File: config.mk
export PLATFORM = sky130hd
export DESIGN_NAME = framed_command_receiver_decoder_core
export DESIGN_NICKNAME = d
export VERILOG_FILES = /design/src/rtl/core/fcrd_pkg.sv /design/src/rtl/core/framed_command_receiver_decoder_core.sv /design/src/rtl/core/fcrd_framer.sv /design/src/rtl/core/fcrd_decode.sv /design/src/rtl/core/fcrd_outbuf.sv
export SDC_FILE = /design/constraint.sdc
export NUM_CORES = 1
export LEC_CHECK = 0
export ABC_AREA = 1
export CAP_MARGIN = 20
export CORE_MARGIN = 3
export CORE_UTILIZATION = 55
export DETAILED_ROUTE_END_ITERATION = 8
export DONT_BUFFER_PORTS = 1
export GPL_TIMING_DRIVEN = 0
export PLACE_DENSITY = 0.76
export REMOVE_ABC_BUFFERS = 1
export SKIP_LAST_GASP = 1
export SLEW_MARGIN = 20
export SYNTH_ARGS = -nofsm -noshare
export SYNTH_HDL_FRONTEND = slang
export SYNTH_SLANG_ARGS = --single-unit
File: constraint.sdc
create_clock -name clk -period 7.7 [get_ports clk]
set_input_delay 0.385 -clock clk [delete_from_list [all_inputs] [get_ports clk]]
set_output_delay 0.385 -clock clk [all_outputs]
set_load 0.01 [all_outputs]
File: src/rtl/core/fcrd_pkg.sv
// Shared types and constants for the framed command receiver/decoder.
// Used by every core module; no dependencies.

package fcrd_pkg;

    localparam logic [7:0] DELIM_BYTE = 8'hFF;
    localparam logic [7:0] MAX_ANGLE  = 8'd180;
    localparam logic [7:0] MAX_SPEED  = 8'd10;
    localparam logic [2:0] FRAME_LEN  = 3'd3;
    localparam logic [2:0] COUNT_SAT  = 3'd4;

    // command opcodes (first frame byte)
    localparam logic [7:0] CMD_DRIVE   = 8'h00;
    localparam logic [7:0] CMD_SERVO   = 8'h01;
    localparam logic [7:0] CMD_SPEED   = 8'h02;
    localparam logic [7:0] CMD_LIGHT   = 8'h04;
    localparam logic [7:0] CMD_MODE    = 8'h13;
    localparam logic [7:0] CMD_SAVE    = 8'h32;
    localparam logic [7:0] CMD_RESTORE = 8'h33;

    // speed select (second byte of a speed command)
    localparam logic [7:0] SPD_LEFT  = 8'd1;
    localparam logic [7:0] SPD_RIGHT = 8'd2;

    // second byte of a drive command: fixed-speed arcs
    localparam logic [7:0] ARC_FWD_LEFT   = 8'd5;
    localparam logic [7:0] ARC_BACK_LEFT  = 8'd6;
    localparam logic [7:0] ARC_FWD_RIGHT  = 8'd7;
    localparam logic [7:0] ARC_BACK_RIGHT = 8'd8;

    // second byte of a light command that turns it on
    localparam logic [7:0] LIGHT_ON_CODE = 8'd1;

    localparam logic [7:0] FIRST_SERVO = 8'd1;

    // action codes
    localparam logic [2:0] ACT_IGNORE  = 3'd0;
    localparam logic [2:0] ACT_DRIVE   = 3'd1;
    localparam logic [2:0] ACT_SERVO   = 3'd2;
    localparam logic [2:0] ACT_SPEED   = 3'd3;
    localparam logic [2:0] ACT_LIGHT   = 3'd4;
    localparam logic [2:0] ACT_MODE    = 3'd5;
    localparam logic [2:0] ACT_SAVE    = 3'd6;
    localparam logic [2:0] ACT_RESTORE = 3'd7;

    // direction codes
    localparam logic [2:0] DIR_STOP    = 3'd0;
    localparam logic [2:0] DIR_FORWARD = 3'd1;
    localparam logic [2:0] DIR_BACK    = 3'd2;

    // fixed turn speeds
    localparam logic [3:0] TURN_SLOW = 4'd4;
    localparam logic [3:0] TURN_FAST = 4'd10;

    localparam logic [7:0] MAX_MODE  = 8'd4;
    localparam logic [7:0] MAX_SERVO = 8'd8;
    localparam logic [7:0] MAX_DIR   = 8'd4;

    typedef struct packed {
        logic [7:0] b0;
        logic [7:0] b1;
        logic [7:0] b2;
    } frame_t;

    typedef struct packed {
        logic       receiving;
        logic [2:0] count;
    } fr_status_t;

    typedef struct packed {
        logic [2:0] action;
        logic [2:0] direction;
        logic [3:0] left_drive;
        logic [3:0] right_drive;
        logic [3:0] servo_number;
        logic [7:0] servo_angle;
        logic       light_on;
        logic [2:0] mode;
    } result_t;

endpackage

File: src/rtl/core/framed_command_receiver_decoder_core.sv
// Top level of the framed command receiver/decoder.
// Depends on fcrd_pkg, fcrd_framer, fcrd_decode and fcrd_outbuf.
//
//   channel   handshake              payload
//   -------   --------------------   ----------------------------------------
//   input     in_valid / in_ready    rx_byte
//   output    out_valid / out_ready  action, direction, left_drive,
//                                    right_drive, servo_number, servo_angle,
//                                    light_on, mode
//
// One byte is taken per cycle while in_ready is high. A closing delimiter of a
// three-byte frame is decoded in the cycle it is taken and shows the next cycle
// unless it waits in the skid entry behind the output register; in_ready drops
// only while both hold results. Reset clears frame tracking, speeds and mode.

module framed_command_receiver_decoder_core
    import fcrd_pkg::*;
(
    input  logic       clk,
    input  logic       rst_n,
    input  logic       in_valid,
    output logic       in_ready,
    input  logic [7:0] rx_byte,
    output logic       out_valid,
    input  logic       out_ready,
    output logic [2:0] action,
    output logic [2:0] direction,
    output logic [3:0] left_drive,
    output logic [3:0] right_drive,
    output logic [3:0] servo_number,
    output logic [7:0] servo_angle,
    output logic       light_on,
    output logic [2:0] mode
);

    logic       in_fire;
    logic       close3;
    frame_t     frame;
    fr_status_t fr_status;
    result_t    dec_res;
    result_t    out_res;

    assign in_fire = in_valid && in_ready;

    fcrd_framer u_framer (
        .clk     (clk),
        .rst_n   (rst_n),
        .fire    (in_fire),
        .rx_byte (rx_byte),
        .frame   (frame),
        .status  (fr_status),
        .close3  (close3)
    );

    fcrd_decode u_decode (
        .clk   (clk),
        .rst_n (rst_n),
        .en    (close3),
        .frame (frame),
        .res   (dec_res)
    );

    fcrd_outbuf u_outbuf (
        .clk       (clk),
        .rst_n     (rst_n),
        .push      (close3),
        .push_data (dec_res),
        .can_push  (in_ready),
        .out_valid (out_valid),
        .out_ready (out_ready),
        .out_data  (out_res)
    );

    assign action       = out_res.action;
    assign direction    = out_res.direction;
    assign left_drive   = out_res.left_drive;
    assign right_drive  = out_res.right_drive;
    assign servo_number = out_res.servo_number;
    assign servo_angle  = out_res.servo_angle;
    assign light_on     = out_res.light_on;
    assign mode         = out_res.mode;

    // frame count stays within saturation while receiving, zero when idle
    a_count_range: assert property (@(posedge clk) disable iff (!rst_n)
        (fr_status.count <= COUNT_SAT) && (fr_status.receiving || fr_status.count == 3'd0))
        else $error("frame byte count out of range");

    // a result leaves the decoder only on a closing delimiter of a full frame
    a_close_only: assert property (@(posedge clk) disable iff (!rst_n)
        close3 |-> (fr_status.receiving && fr_status.count == FRAME_LEN
                    && rx_byte == DELIM_BYTE))
        else $error("decode fired outside a three-byte frame");

    // a result taken while the output is empty shows up next cycle
    a_result_visible: assert property (@(posedge clk) disable iff (!rst_n)
        (close3 && !out_valid) |=> out_valid)
        else $error("decoded result lost");

    // reported speeds and mode stay in their legal ranges
    a_out_range: assert property (@(posedge clk) disable iff (!rst_n)
        out_valid |-> (left_drive <= 4'd10 && right_drive <= 4'd10 && mode <= 3'd4))
        else $error("result speed or mode out of range");

endmodule

File: src/rtl/core/fcrd_framer.sv
// Frame collector: tracks delimiters, stores the three payload bytes.
// Depends on fcrd_pkg.

module fcrd_framer
    import fcrd_pkg::*;
(
    input  logic       clk,
    input  logic       rst_n,
    input  logic       fire,
    input  logic [7:0] rx_byte,
    output frame_t     frame,
    output fr_status_t status,
    output logic       close3
);

    logic       receiving_reg;
    logic       receiving_next;
    logic [2:0] count_reg;
    logic [2:0] count_next;
    logic [7:0] bytes_reg [3];
    logic       is_delim;
    logic       store;

    assign is_delim = (rx_byte == DELIM_BYTE);
    assign store    = fire && receiving_reg && !is_delim && (count_reg < FRAME_LEN);
    assign close3   = fire && receiving_reg && is_delim && (count_reg == FRAME_LEN);

    always_comb
    begin
        receiving_next = receiving_reg;
        count_next     = count_reg;
        if (fire)
        begin
            if (!receiving_reg)
            begin
                if (is_delim)
                begin
                    receiving_next = 1'b1;
                    count_next     = '0;
                end
            end
            else if (is_delim)
            begin
                receiving_next = 1'b0;
                count_next     = '0;
            end
            else if (count_reg < COUNT_SAT)
            begin
                // saturate so long frames never match
                count_next = count_reg + 3'd1;
            end
        end
    end

    always_ff @(posedge clk or negedge rst_n)
    begin
        if (!rst_n)
        begin
            receiving_reg <= 1'b0;
            count_reg     <= '0;
        end
        else
        begin
            receiving_reg <= receiving_next;
            count_reg     <= count_next;
        end
    end

    always_ff @(posedge clk)
    begin
        if (store)
        begin
            bytes_reg[count_reg[1:0]] <= rx_byte;
        end
    end

    assign frame.b0 = bytes_reg[0];
    assign frame.b1 = bytes_reg[1];
    assign frame.b2 = bytes_reg[2];

    assign status.receiving = receiving_reg;
    assign status.count     = count_reg;

endmodule

File: src/rtl/core/fcrd_decode.sv
// Command decoder: holds wheel speeds and cruise mode, decodes one frame.
// Depends on fcrd_pkg.

module fcrd_decode
    import fcrd_pkg::*;
(
    input  logic    clk,
    input  logic    rst_n,
    input  logic    en,
    input  frame_t  frame,
    output result_t res
);

    logic [3:0] left_now_reg;
    logic [3:0] left_now_next;
    logic [3:0] right_now_reg;
    logic [3:0] right_now_next;
    logic [3:0] left_held_reg;
    logic [3:0] left_held_next;
    logic [3:0] right_held_reg;
    logic [3:0] right_held_next;
    logic [2:0] mode_reg;
    logic [2:0] mode_next;
    logic       left_slow;

    assign left_slow = (frame.b1 == ARC_FWD_LEFT) || (frame.b1 == ARC_BACK_LEFT);

    always_comb
    begin
        left_now_next   = left_now_reg;
        right_now_next  = right_now_reg;
        left_held_next  = left_held_reg;
        right_held_next = right_held_reg;
        mode_next       = mode_reg;
        res             = '0;
        res.action      = ACT_IGNORE;

        unique case (frame.b0)
            CMD_DRIVE:
            begin
                if (frame.b1 <= MAX_DIR)
                begin
                    left_now_next  = left_held_reg;
                    right_now_next = right_held_reg;
                    res.action     = ACT_DRIVE;
                    res.direction  = frame.b1[2:0];
                end
                else if (frame.b1 <= ARC_BACK_RIGHT)
                begin
                    // fixed-speed turns while moving
                    left_now_next  = left_slow ? TURN_SLOW : TURN_FAST;
                    right_now_next = left_slow ? TURN_FAST : TURN_SLOW;
                    res.action     = ACT_DRIVE;
                    res.direction  = ((frame.b1 == ARC_FWD_LEFT)
                                      || (frame.b1 == ARC_FWD_RIGHT))
                                     ? DIR_FORWARD : DIR_BACK;
                end
            end
            CMD_SERVO:
            begin
                if ((frame.b2 <= MAX_ANGLE) && (frame.b1 >= FIRST_SERVO)
                    && (frame.b1 <= MAX_SERVO))
                begin
                    res.action       = ACT_SERVO;
                    res.servo_number = frame.b1[3:0];
                    res.servo_angle  = frame.b2;
                end
            end
            CMD_SPEED:
            begin
                if (frame.b2 <= MAX_SPEED)
                begin
                    if (frame.b1 == SPD_LEFT)
                    begin
                        left_now_next  = frame.b2[3:0];
                        left_held_next = frame.b2[3:0];
                        res.action     = ACT_SPEED;
                    end
                    else if (frame.b1 == SPD_RIGHT)
                    begin
                        right_now_next  = frame.b2[3:0];
                        right_held_next = frame.b2[3:0];
                        res.action      = ACT_SPEED;
                    end
                end
            end
            CMD_LIGHT:
            begin
                res.action   = ACT_LIGHT;
                res.light_on = (frame.b1 == LIGHT_ON_CODE);
            end
            CMD_MODE:
            begin
                mode_next  = (frame.b1 <= MAX_MODE) ? frame.b1[2:0] : 3'd0;
                res.action = ACT_MODE;
            end
            CMD_SAVE:
            begin
                res.action = ACT_SAVE;
            end
            CMD_RESTORE:
            begin
                res.action = ACT_RESTORE;
            end
            default:
            begin
                res.action = ACT_IGNORE;
            end
        endcase

        res.left_drive  = left_now_next;
        res.right_drive = right_now_next;
        res.mode        = mode_next;
    end

    always_ff @(posedge clk or negedge rst_n)
    begin
        if (!rst_n)
        begin
            left_now_reg   <= '0;
            right_now_reg  <= '0;
            left_held_reg  <= '0;
            right_held_reg <= '0;
            mode_reg       <= '0;
        end
        else if (en)
        begin
            left_now_reg   <= left_now_next;
            right_now_reg  <= right_now_next;
            left_held_reg  <= left_held_next;
            right_held_reg <= right_held_next;
            mode_reg       <= mode_next;
        end
    end

endmodule

File: src/rtl/core/fcrd_outbuf.sv
// Two-entry result buffer (output register plus skid stage).
// Depends on fcrd_pkg.

module fcrd_outbuf
    import fcrd_pkg::*;
(
    input  logic    clk,
    input  logic    rst_n,
    input  logic    push,
    input  result_t push_data,
    output logic    can_push,
    output logic    out_valid,
    input  logic    out_ready,
    output result_t out_data
);

    logic    out_valid_reg;
    logic    skid_valid_reg;
    result_t out_data_reg;
    result_t skid_data_reg;
    logic    pop;

    assign pop       = out_valid_reg && out_ready;
    assign can_push  = !skid_valid_reg;
    assign out_valid = out_valid_reg;
    assign out_data  = out_data_reg;

    always_ff @(posedge clk or negedge rst_n)
    begin
        if (!rst_n)
        begin
            out_valid_reg  <= 1'b0;
            skid_valid_reg <= 1'b0;
        end
        else if (pop)
        begin
            if (skid_valid_reg)
            begin
                skid_valid_reg <= 1'b0;
            end
            else
            begin
                out_valid_reg <= push;
            end
        end
        else if (push)
        begin
            if (out_valid_reg)
            begin
                skid_valid_reg <= 1'b1;
            end
            else
            begin
                out_valid_reg <= 1'b1;
            end
        end
    end

    always_ff @(posedge clk)
    begin
        if (pop)
        begin
            out_data_reg <= skid_valid_reg ? skid_data_reg : push_data;
        end
        else if (push)
        begin
            // park behind a stalled result
            if (out_valid_reg)
            begin
                skid_data_reg <= push_data;
            end
            else
            begin
                out_data_reg <= push_data;
            end
        end
    end

endmodule
==> load_flow_metrics.sql, run 1 <==
INSERT INTO impl_metrics (metric_group, metric, value, unit) VALUES
('power_and_ir_drop', 'comb_power_share', '10.2', '%'),
('critical_path', 'critical_path.reg2reg.startpoint', 'u_outbuf.skid_valid_reg', ''),
('floorplanning', 'initial_core_util', '56.8', '%'),
('timing', 'setup_viol', '0', ''),
('floorplanning', 'fp.dieArea', '10700', 'sq um'),
('placement', 'port-buffer-count', '0', ''),
('timing', 'worst_slew_pin_slew', '904', 'ps'),
('critical_path', 'start_point_of_the_critical_path', 'u_outbuf.skid_valid_reg', ''),
('status', 'status', 'completed', ''),
('timing', 'setup_slack', '4960', 'ps'),
('floorplanning', 'dieHeight', '104', 'um'),
('critical_path', 'path_delay_family', 'simple AND/OR/NAND/NOR gates', ''),
('cts', 'cts-htree-levels', '3', ''),
('floorplanning', 'die_w', '104', 'um'),
('critical_path', 'cp_buf_inv_count', '3', ''),
('yosys', 'synth.yosys.seq_area_share', '60.0', '%'),
('timing', 'timing.final.hold_violations', '0', ''),
('layout', 'area_occupied_by_multi_input_gates', '1860', 'sq um'),
('timing', 'post-route-period-util', '35.6', '%'),
('cts', 'worst_setup_hold_path_clk_slew', '110', 'ps'),
('critical_path', 'critPathKind', 'flip-flop to flip-flop', ''),
('yosys', 'ys_ff_latch', '109', ''),
('timing', 'final.setup_skew', '15.6', 'ps'),
('worst_hold_path', 'hold_path_startpoint', 'rx_byte[5]', ''),
('layout', 'drive_above_1_share', '14.9', '%'),
('global_routing', 'globalRouteTotalUtil', '20.3', '%'),
('route', 'drt_first_pass_iters', '5', ''),
('yosys', 'synth.top_cell.area_share', '48.1', '%'),
('cts', 'cts-root-to-sink-buffers', '2', ''),
('yosys', 'yosys_warnings', '0', ''),
('power_and_ir_drop', 'irDropWorstVdd', '0.163', 'mV'),
('yosys', 'synth.avg_cell_area', '9.81', 'sq um'),
('route', 'drt_drc_violations_left', '0', ''),
('global_routing', 'grt-ovfl-total', '0', ''),
('global_routing', 'grt_start_max_net_pins', '33', ''),
('worst_hold_path', 'timing.hold.worst.class', 'input pin to flip-flop', ''),
('flow_run', 'number_of_maximum_capacitance_constraint_violations', '0', ''),
('layout', 'design.final.nets', '557', ''),
('yosys', 'synth_area_leaders', 'sky130_fd_sc_hd__edfxtp_1 48%, sky130_fd_sc_hd__nand2_1 15%, sky130_fd_sc_hd__dfrtp_1 12%', ''),
('worst_hold_path', 'holdPathStages', '0', ''),
('yosys', 'post_synth_instance_area', '5250', 'sq um'),
('route', 'vias', '3610', ''),
('layout', 'nFillCells', '774', ''),
('floorplanning', 'top_level_ports', '44', ''),
('critical_path', 'critPathMaxFanout', '20', ''),
('timing', 'fmax', '0.365', 'GHz'),
('yosys', 'synth_cells', '535', ''),
('critical_path', 'worst_r2r_path_depth', '8', ''),
('placement', 'place_ws', '4950', 'ps'),
('placement', 'gpl.final_weighted_congestion', '0.919', ''),
('timing', 'grt_setup_unrepaired', 'false', ''),
('power_and_ir_drop', 'clock_power_share', '28.3', '%'),
('power_and_ir_drop', 'cellPowerDensity', '198', 'nW/um^2'),
('critical_path', 'timing.critical_path.from_type', 'flip-flop', ''),
('placement', 'dp_hpwl', '7330', 'um'),
('power_and_ir_drop', 'p_sw_share', '26.9', '%'),
('layout', 'most_common_library_cell_in_the_layout_ignoring_fill_and_taps', 'sky130_fd_sc_hd__nand2_1', ''),
('timing', 'post-route-min-period', '2740', 'ps'),
('layout', 'utilization', '61.0', '%'),
('layout', 'syn_to_final_growth', '7.37', '%'),
('power_and_ir_drop', 'internal_power', '816', 'uW'),
('cts', 'post_cts_resize_count', '0', ''),
('worst_hold_path', 'worst_hold_path.endpoint', 'u_framer.bytes_reg[0][5]', ''),
('yosys', 'cell_type_contributing_the_most_total_cell_area_after_synthesis', 'sky130_fd_sc_hd__edfxtp_1', ''),
('critical_path', 'series_of_cell_instances_along_the_critical_path', 'inv_1 -> nand2_1 -> nor2_1 -> nand2_1 -> nor2_4 -> inv_2 -> o21ai_4 -> buf_16', ''),
('route', 'postRouteWirelength', '10400', 'um'),
('cts', 'clock_sinks', '109', ''),
('global_routing', 'via_count_of_the_first_global_routing_pass', '3416', ''),
('critical_path', 'arrival', '2820', 'ps'),
('critical_path', 'worstSetupEndpointType', 'flip-flop', ''),
('critical_path', 'critPathSlowestCell', 'sky130_fd_sc_hd__o21ai_4', '');
how the worst max path moves through the flow:
stage                            end  slack (ps)  cells after the start
2_1_floorplan   u_outbuf.out_data[0]        3790                      7
3_3_place_gp    u_outbuf.out_data[5]        2390                      7
3_5_place_dp    u_outbuf.out_data[5]        4950                      8
4_1_cts        u_outbuf.out_data[13]        4930                      8
5_1_grt        u_outbuf.out_data[13]        4750                      8
6_report       u_outbuf.out_data[13]        4960                      8
per-stage QoR:
stage / instances / area [sq um] / power, uW / hold WS (ps)
4_1_cts: 673 / 5630 / 1120 / 88.3
6_report: 673 / 5630 / 1120 / 99.6
3_5_place_dp: 655 / 5430 / 809 / 90.5
5_1_grt: 673 / 5630 / 1170 / 77.7
3_3_place_gp: 653 / 5350 / 799 / 90.7
2_1_floorplan: 524 / 5190 / 779 / 89.4
power by group through the flow:
stage / logic, uW / clock network (uW) / registers, uW
4_1_cts: 114 / 321 / 686
3_5_place_dp: 109 / 0 / 699
6_report: 113 / 316 / 687
2_1_floorplan: 86.0 / 0 / 693
5_1_grt: 131 / 348 / 690
3_3_place_gp: 102 / 0 / 697
cell type report:
cell class / instances / area share (%)
clock buffer: 10 / 2.27
clock inverter: 6 / 0.822
inverter: 54 / 3.60
multi-input combinational: 361 / 33.1
sequential: 109 / 55.9
tap: 129 / 2.87
timing repair buffer: 4 / 1.51
timing repair:
action / 4_1_cts / 5_1_grt
hold buffers: 2 / 0
buffers inserted: 0 / 0
hold endpoints to repair: 25 / 0
cell usage after synthesis:
master	n
sky130_fd_sc_hd__ha_1	6
sky130_fd_sc_hd__a21oi_2	2
sky130_fd_sc_hd__nor3_1	4
sky130_fd_sc_hd__o21ai_1	4
sky130_fd_sc_hd__nand4_4	1
sky130_fd_sc_hd__inv_1	47
sky130_fd_sc_hd__buf_2	6
sky130_fd_sc_hd__nor2_2	10
sky130_fd_sc_hd__o21ai_2	2
sky130_fd_sc_hd__nand2_4	3
sky130_fd_sc_hd__nand2_2	4
sky130_fd_sc_hd__inv_2	7
sky130_fd_sc_hd__nand4_1	5
sky130_fd_sc_hd__o31ai_2	1
sky130_fd_sc_hd__o2111ai_1	1
sky130_fd_sc_hd__or2_0	1
sky130_fd_sc_hd__nor2_1	28
sky130_fd_sc_hd__nor2_4	14
sky130_fd_sc_hd__nand3_2	11
sky130_fd_sc_hd__buf_6	1
sky130_fd_sc_hd__a21oi_4	2
sky130_fd_sc_hd__buf_4	1
sky130_fd_sc_hd__and2_4	1
sky130_fd_sc_hd__dfrtp_1	25
sky130_fd_sc_hd__a21oi_1	8
sky130_fd_sc_hd__nor3_4	1
sky130_fd_sc_hd__o211ai_1	1
sky130_fd_sc_hd__nand2_1	212
sky130_fd_sc_hd__clkbuf_1	3
sky130_fd_sc_hd__nor3_2	1
sky130_fd_sc_hd__edfxtp_1	84
sky130_fd_sc_hd__o22ai_2	1
sky130_fd_sc_hd__o21ai_0	10
sky130_fd_sc_hd__nand3_1	26
sky130_fd_sc_hd__o31ai_1	1
layer usage:
metal | GRT usage (%) | wire length (um) | vias up
li1 | - | - | 1753
met1 | 28.2 | 4590 | 1714
met2 | 32.9 | 5060 | 132
met3 | 4.42 | 654 | 11
met4 | 4.84 | 112 | 0
met5 | 0 | 0 | -
kinds of logic (layout without fill, tap and decap cells):
| logic type | Yosys count | after routing | share of synthesized area, % |
|---|---|---|---|
| AOI/OAI and AO/OA | 33 | 33 | 4.32 |
| adders and majority gates | 6 | 6 | 1.43 |
| DFF | 109 | 109 | 60.0 |
| and+or+nand+nor | 322 | 322 | 29.2 |
| buffers and inverters | 65 | 74 | 5.01 |
Note: power is estimated with default switching activity, not from simulation.
==> inputs of run 2 (changes only) <==
clock period = 2.7 ns   (was 7.7 ns; I/O delays follow)
==> load_flow_metrics.sql, run 2 (same netlist as run 1, synthesis figures left out) <==
INSERT INTO impl_metrics (metric_group, metric, value, unit) VALUES
('global_routing', 'globalRouteTotalUtil', '20.4', '%'),
('layout', 'nFillCells', '763', ''),
('layout', 'most_common_library_cell_in_the_layout_ignoring_fill_and_taps', 'sky130_fd_sc_hd__nand2_1', ''),
('layout', 'final_cell_count_no_fill', '688', ''),
('critical_path', 'cp_buf_inv_count', '1', ''),
('critical_path', 'series_of_cell_instances_along_the_critical_path', 'nand2_1 -> nor2_4 -> clkinvlp_4 -> nand2_1 -> nand2_1', ''),
('critical_path', 'path_delay_family', 'simple AND/OR/NAND/NOR gates', ''),
('layout', 'utilization', '62.6', '%'),
('critical_path', 'critPathKind', 'flip-flop to flip-flop', ''),
('critical_path', 'critical_path.most_common_cell', 'sky130_fd_sc_hd__nand2_1', ''),
('layout', 'drive_above_1_share', '15.6', '%'),
('floorplanning', 'coreArea', '9240', 'sq um'),
('timing', 'maxSlewViolCount', '0', ''),
('timing', 'grt_setup_unrepaired', 'false', ''),
('timing', 'final.setup_skew', '13.1', 'ps'),
('flow_run', 'number_of_maximum_capacitance_constraint_violations', '0', ''),
('critical_path', 'arrival', '2500', 'ps'),
('route', 'vias', '3672', ''),
('global_routing', 'use_met3', '4.17', '%'),
('power_and_ir_drop', 'cellPowerDensity', '552', 'nW/um^2'),
('power_and_ir_drop', 'p_sw_share', '26.8', '%'),
('layout', 'antenna-diode-count', '0', ''),
('placement', 'dp.cells', '655', ''),
('critical_path', 'critPathMaxFanout', '17', ''),
('layout', 'mostFrequentLayoutCells', '212 x sky130_fd_sc_hd__nand2_1, 84 x sky130_fd_sc_hd__edfxtp_1, 46 x sky130_fd_sc_hd__inv_1', ''),
('power_and_ir_drop', 'comb_power_share', '10.7', '%'),
('cts', 'clock_sinks', '109', ''),
('critical_path', 'critical_path.reg2reg.endpoint', 'u_outbuf.out_data[27]', ''),
('global_routing', 'grt-ovfl-total', '0', ''),
('power_and_ir_drop', 'static-leakage-power', '0.00247', 'uW'),
('power_and_ir_drop', 'totalPowerFinal', '3190', 'uW'),
('floorplanning', 'fp_rows', '35', ''),
('global_routing', 'via_count_of_the_first_global_routing_pass', '3491', ''),
('route', 'drt_drc_violations_left', '0', ''),
('layout', 'final_area', '5790', 'sq um'),
('route', 'detail_route_antenna_nets', '0', ''),
('critical_path', 'worstSetupEndpointType', 'flip-flop', ''),
('timing', 'post-route-min-period', '2380', 'ps'),
('cts', 'tritoncts.num_buffers', '9', ''),
('cts', 'clock_tree_from_tritoncts', 'built', ''),
('timing', 'post-route-period-util', '88.2', '%'),
('cts', 'cts-root-to-sink-buffers', '2', ''),
('timing', 'fmax', '0.420', 'GHz'),
('timing', 'setup_viol', '0', ''),
('placement', 'dp_hpwl', '7330', 'um'),
('power_and_ir_drop', 'seq_power_share', '61.4', '%'),
('timing', 'worst_slew_pin_slew', '873', 'ps'),
('status', 'status', 'completed', ''),
('cts', 'cts-htree-levels', '3', ''),
('power_and_ir_drop', 'internal_power', '2340', 'uW'),
('power_and_ir_drop', 'clock_power_share', '27.9', '%'),
('global_routing', 'grt_antenna_before_repair', '0', ''),
('route', 'drt_first_pass_iters', '5', ''),
('layout', 'syn_to_final_growth', '10.3', '%'),
('critical_path', 'reg2reg_slack', '320', 'ps'),
('route', 'drt-vias-per-instance', '5.34', ''),
('critical_path', 'crit_required', '2820', 'ps'),
('timing', 'timing.final.hold_violations', '0', ''),
('critical_path', 'worst_path_largest_cell_delay', '540', 'ps'),
('global_routing', 'grtUsageMet1', '28.3', '%'),
('placement', 'gpl.final_weighted_congestion', '0.919', ''),
('global_routing', 'routing_layer_with_the_top_usage_in_global_route', 'met2', ''),
('layout', 'design.final.nets', '572', ''),
('critical_path', 'critical_path.reg2reg.startpoint', 'u_outbuf.out_valid', ''),
('cts', 'clockRootBuffer', 'sky130_fd_sc_hd__clkbuf_8', ''),
('power_and_ir_drop', 'power.switching', '856', 'uW'),
('global_routing', 'global_route.usage.met2', '33.5', '%'),
('timing', 'timing.max_slew.rel_slack', '41.6', '%'),
('floorplanning', 'initial_core_util', '56.8', '%'),
('placement', 'placed_area', '5430', 'sq um'),
('critical_path', 'timing.critical_path.from_type', 'flip-flop', ''),
('floorplanning', 'dieHeight', '104', 'um'),
('critical_path', 'critPathSlowestCell', 'sky130_fd_sc_hd__nor2_4', ''),
('floorplanning', 'fp.dieArea', '10700', 'sq um'),
('cts', 'insertion_delay', '370', 'ps'),
('placement', 'port-buffer-count', '0', ''),
('route', 'first_iter_violations', '308', ''),
('global_routing', 'grt_first_pass_wirelength', '17500', 'um'),
('floorplanning', 'top_level_ports', '44', ''),
('global_routing', 'grt_start_max_net_pins', '33', ''),
('power_and_ir_drop', 'irDropWorstVdd', '0.468', 'mV'),
('critical_path', 'worst_r2r_path_depth', '5', ''),
('worst_hold_path', 'timing.hold.worst.class', 'input pin to async pin', ''),
('cts', 'worst_setup_hold_path_clk_slew', '100', 'ps'),
('route', 'wl_per_cell', '15.8', 'um'),
('floorplanning', 'die_w', '104', 'um'),
('route', 'postRouteWirelength', '10900', 'um');
==> run 2: cell types whose count changed in the layout (fill, tap and decap cells not counted), sizes merged <==
cell,delta
dlygate4sd3,+10
nor2,+1
buf,+3
inv,-1
clkinvlp,+2
==> run 2: power groups by stage <==
stage | clock network (uW) | registers, uW | logic (uW)
floorplan | 0 | 1980 | 245
detailed placement | 0 | 1990 | 312
finish | 891 | 1960 | 340
global route | 992 | 1970 | 391
CTS | 914 | 1960 | 341
global placement | 0 | 1990 | 291
==> run 2: cell type report <==
| cell class | instances | area, sq um | area share (%) |
|---|---|---|---|
| clock buffer | 10 | 128 | 2.21 |
| inverter | 54 | 206 | 3.57 |
| timing repair inverter | 1 | 7.51 | 0.130 |
| sequential | 109 | 3150 | 54.4 |
| multi-input combinational | 362 | 1870 | 32.3 |
| tap | 129 | 161 | 2.79 |
| timing repair buffer | 17 | 220 | 3.81 |
| clock inverter | 6 | 46.3 | 0.800 |
==> run 2: repair_timing <==
action                                 CTS  global route
setup endpoints to repair               20            60
resized for setup                        0             2
hold buffers                            12             0
buffers inserted                         1             2
gates cloned                             0             2
pin swaps                                1             2
endpoints found under the hold margin   51             0
==> run 2: metrics by stage <==
| stage | setup slack, ps | hold WS, ps | TNS, ps |
|---|---|---|---|
| 2_1_floorplan | -1210 | -161 | -45140 |
| 3_3_place_gp | -2610 | -159 | -153100 |
| 3_5_place_dp | -45.4 | -160 | -874 |
| 4_1_cts | 32.7 | 91.9 | 0 |
| 5_1_grt | 171 | 215 | 0 |
| 6_report | 318 | 201 | 0 |
==> run 2: layer usage <==
metal | share of wire (%) | routed length, um | vias to the layer above
li1 | - | - | 1783
met1 | 44 | 4830 | 1750
met2 | 49 | 5360 | 129
met3 | 5.3 | 579 | 10
met4 | 1.2 | 130 | 0
met5 | 0 | 0 | -
==> run 2: worst register-to-register path: stages (launching register included) <==
cell and delay [ps]:
sky130_fd_sc_hd__dfrtp_1 530, sky130_fd_sc_hd__nand2_1 300, sky130_fd_sc_hd__nor2_4 550, sky130_fd_sc_hd__clkinvlp_4 490, sky130_fd_sc_hd__nand2_1 190, sky130_fd_sc_hd__nand2_1 70
==> run 2: how the worst max path moves through the flow <==
stage / from / endpoint / cells past startpoint
floorplan: u_outbuf.skid_valid_reg / u_outbuf.out_data[0] / 7
global placement: u_outbuf.skid_valid_reg / u_outbuf.out_data[5] / 7
detailed placement: u_outbuf.skid_valid_reg / u_outbuf.out_data[5] / 8
CTS: u_outbuf.skid_valid_reg / u_outbuf.skid_data_reg[13] / 8
global route: u_outbuf.out_valid / u_outbuf.out_data[27] / 5
finish: u_outbuf.out_valid / u_outbuf.out_data[27] / 5
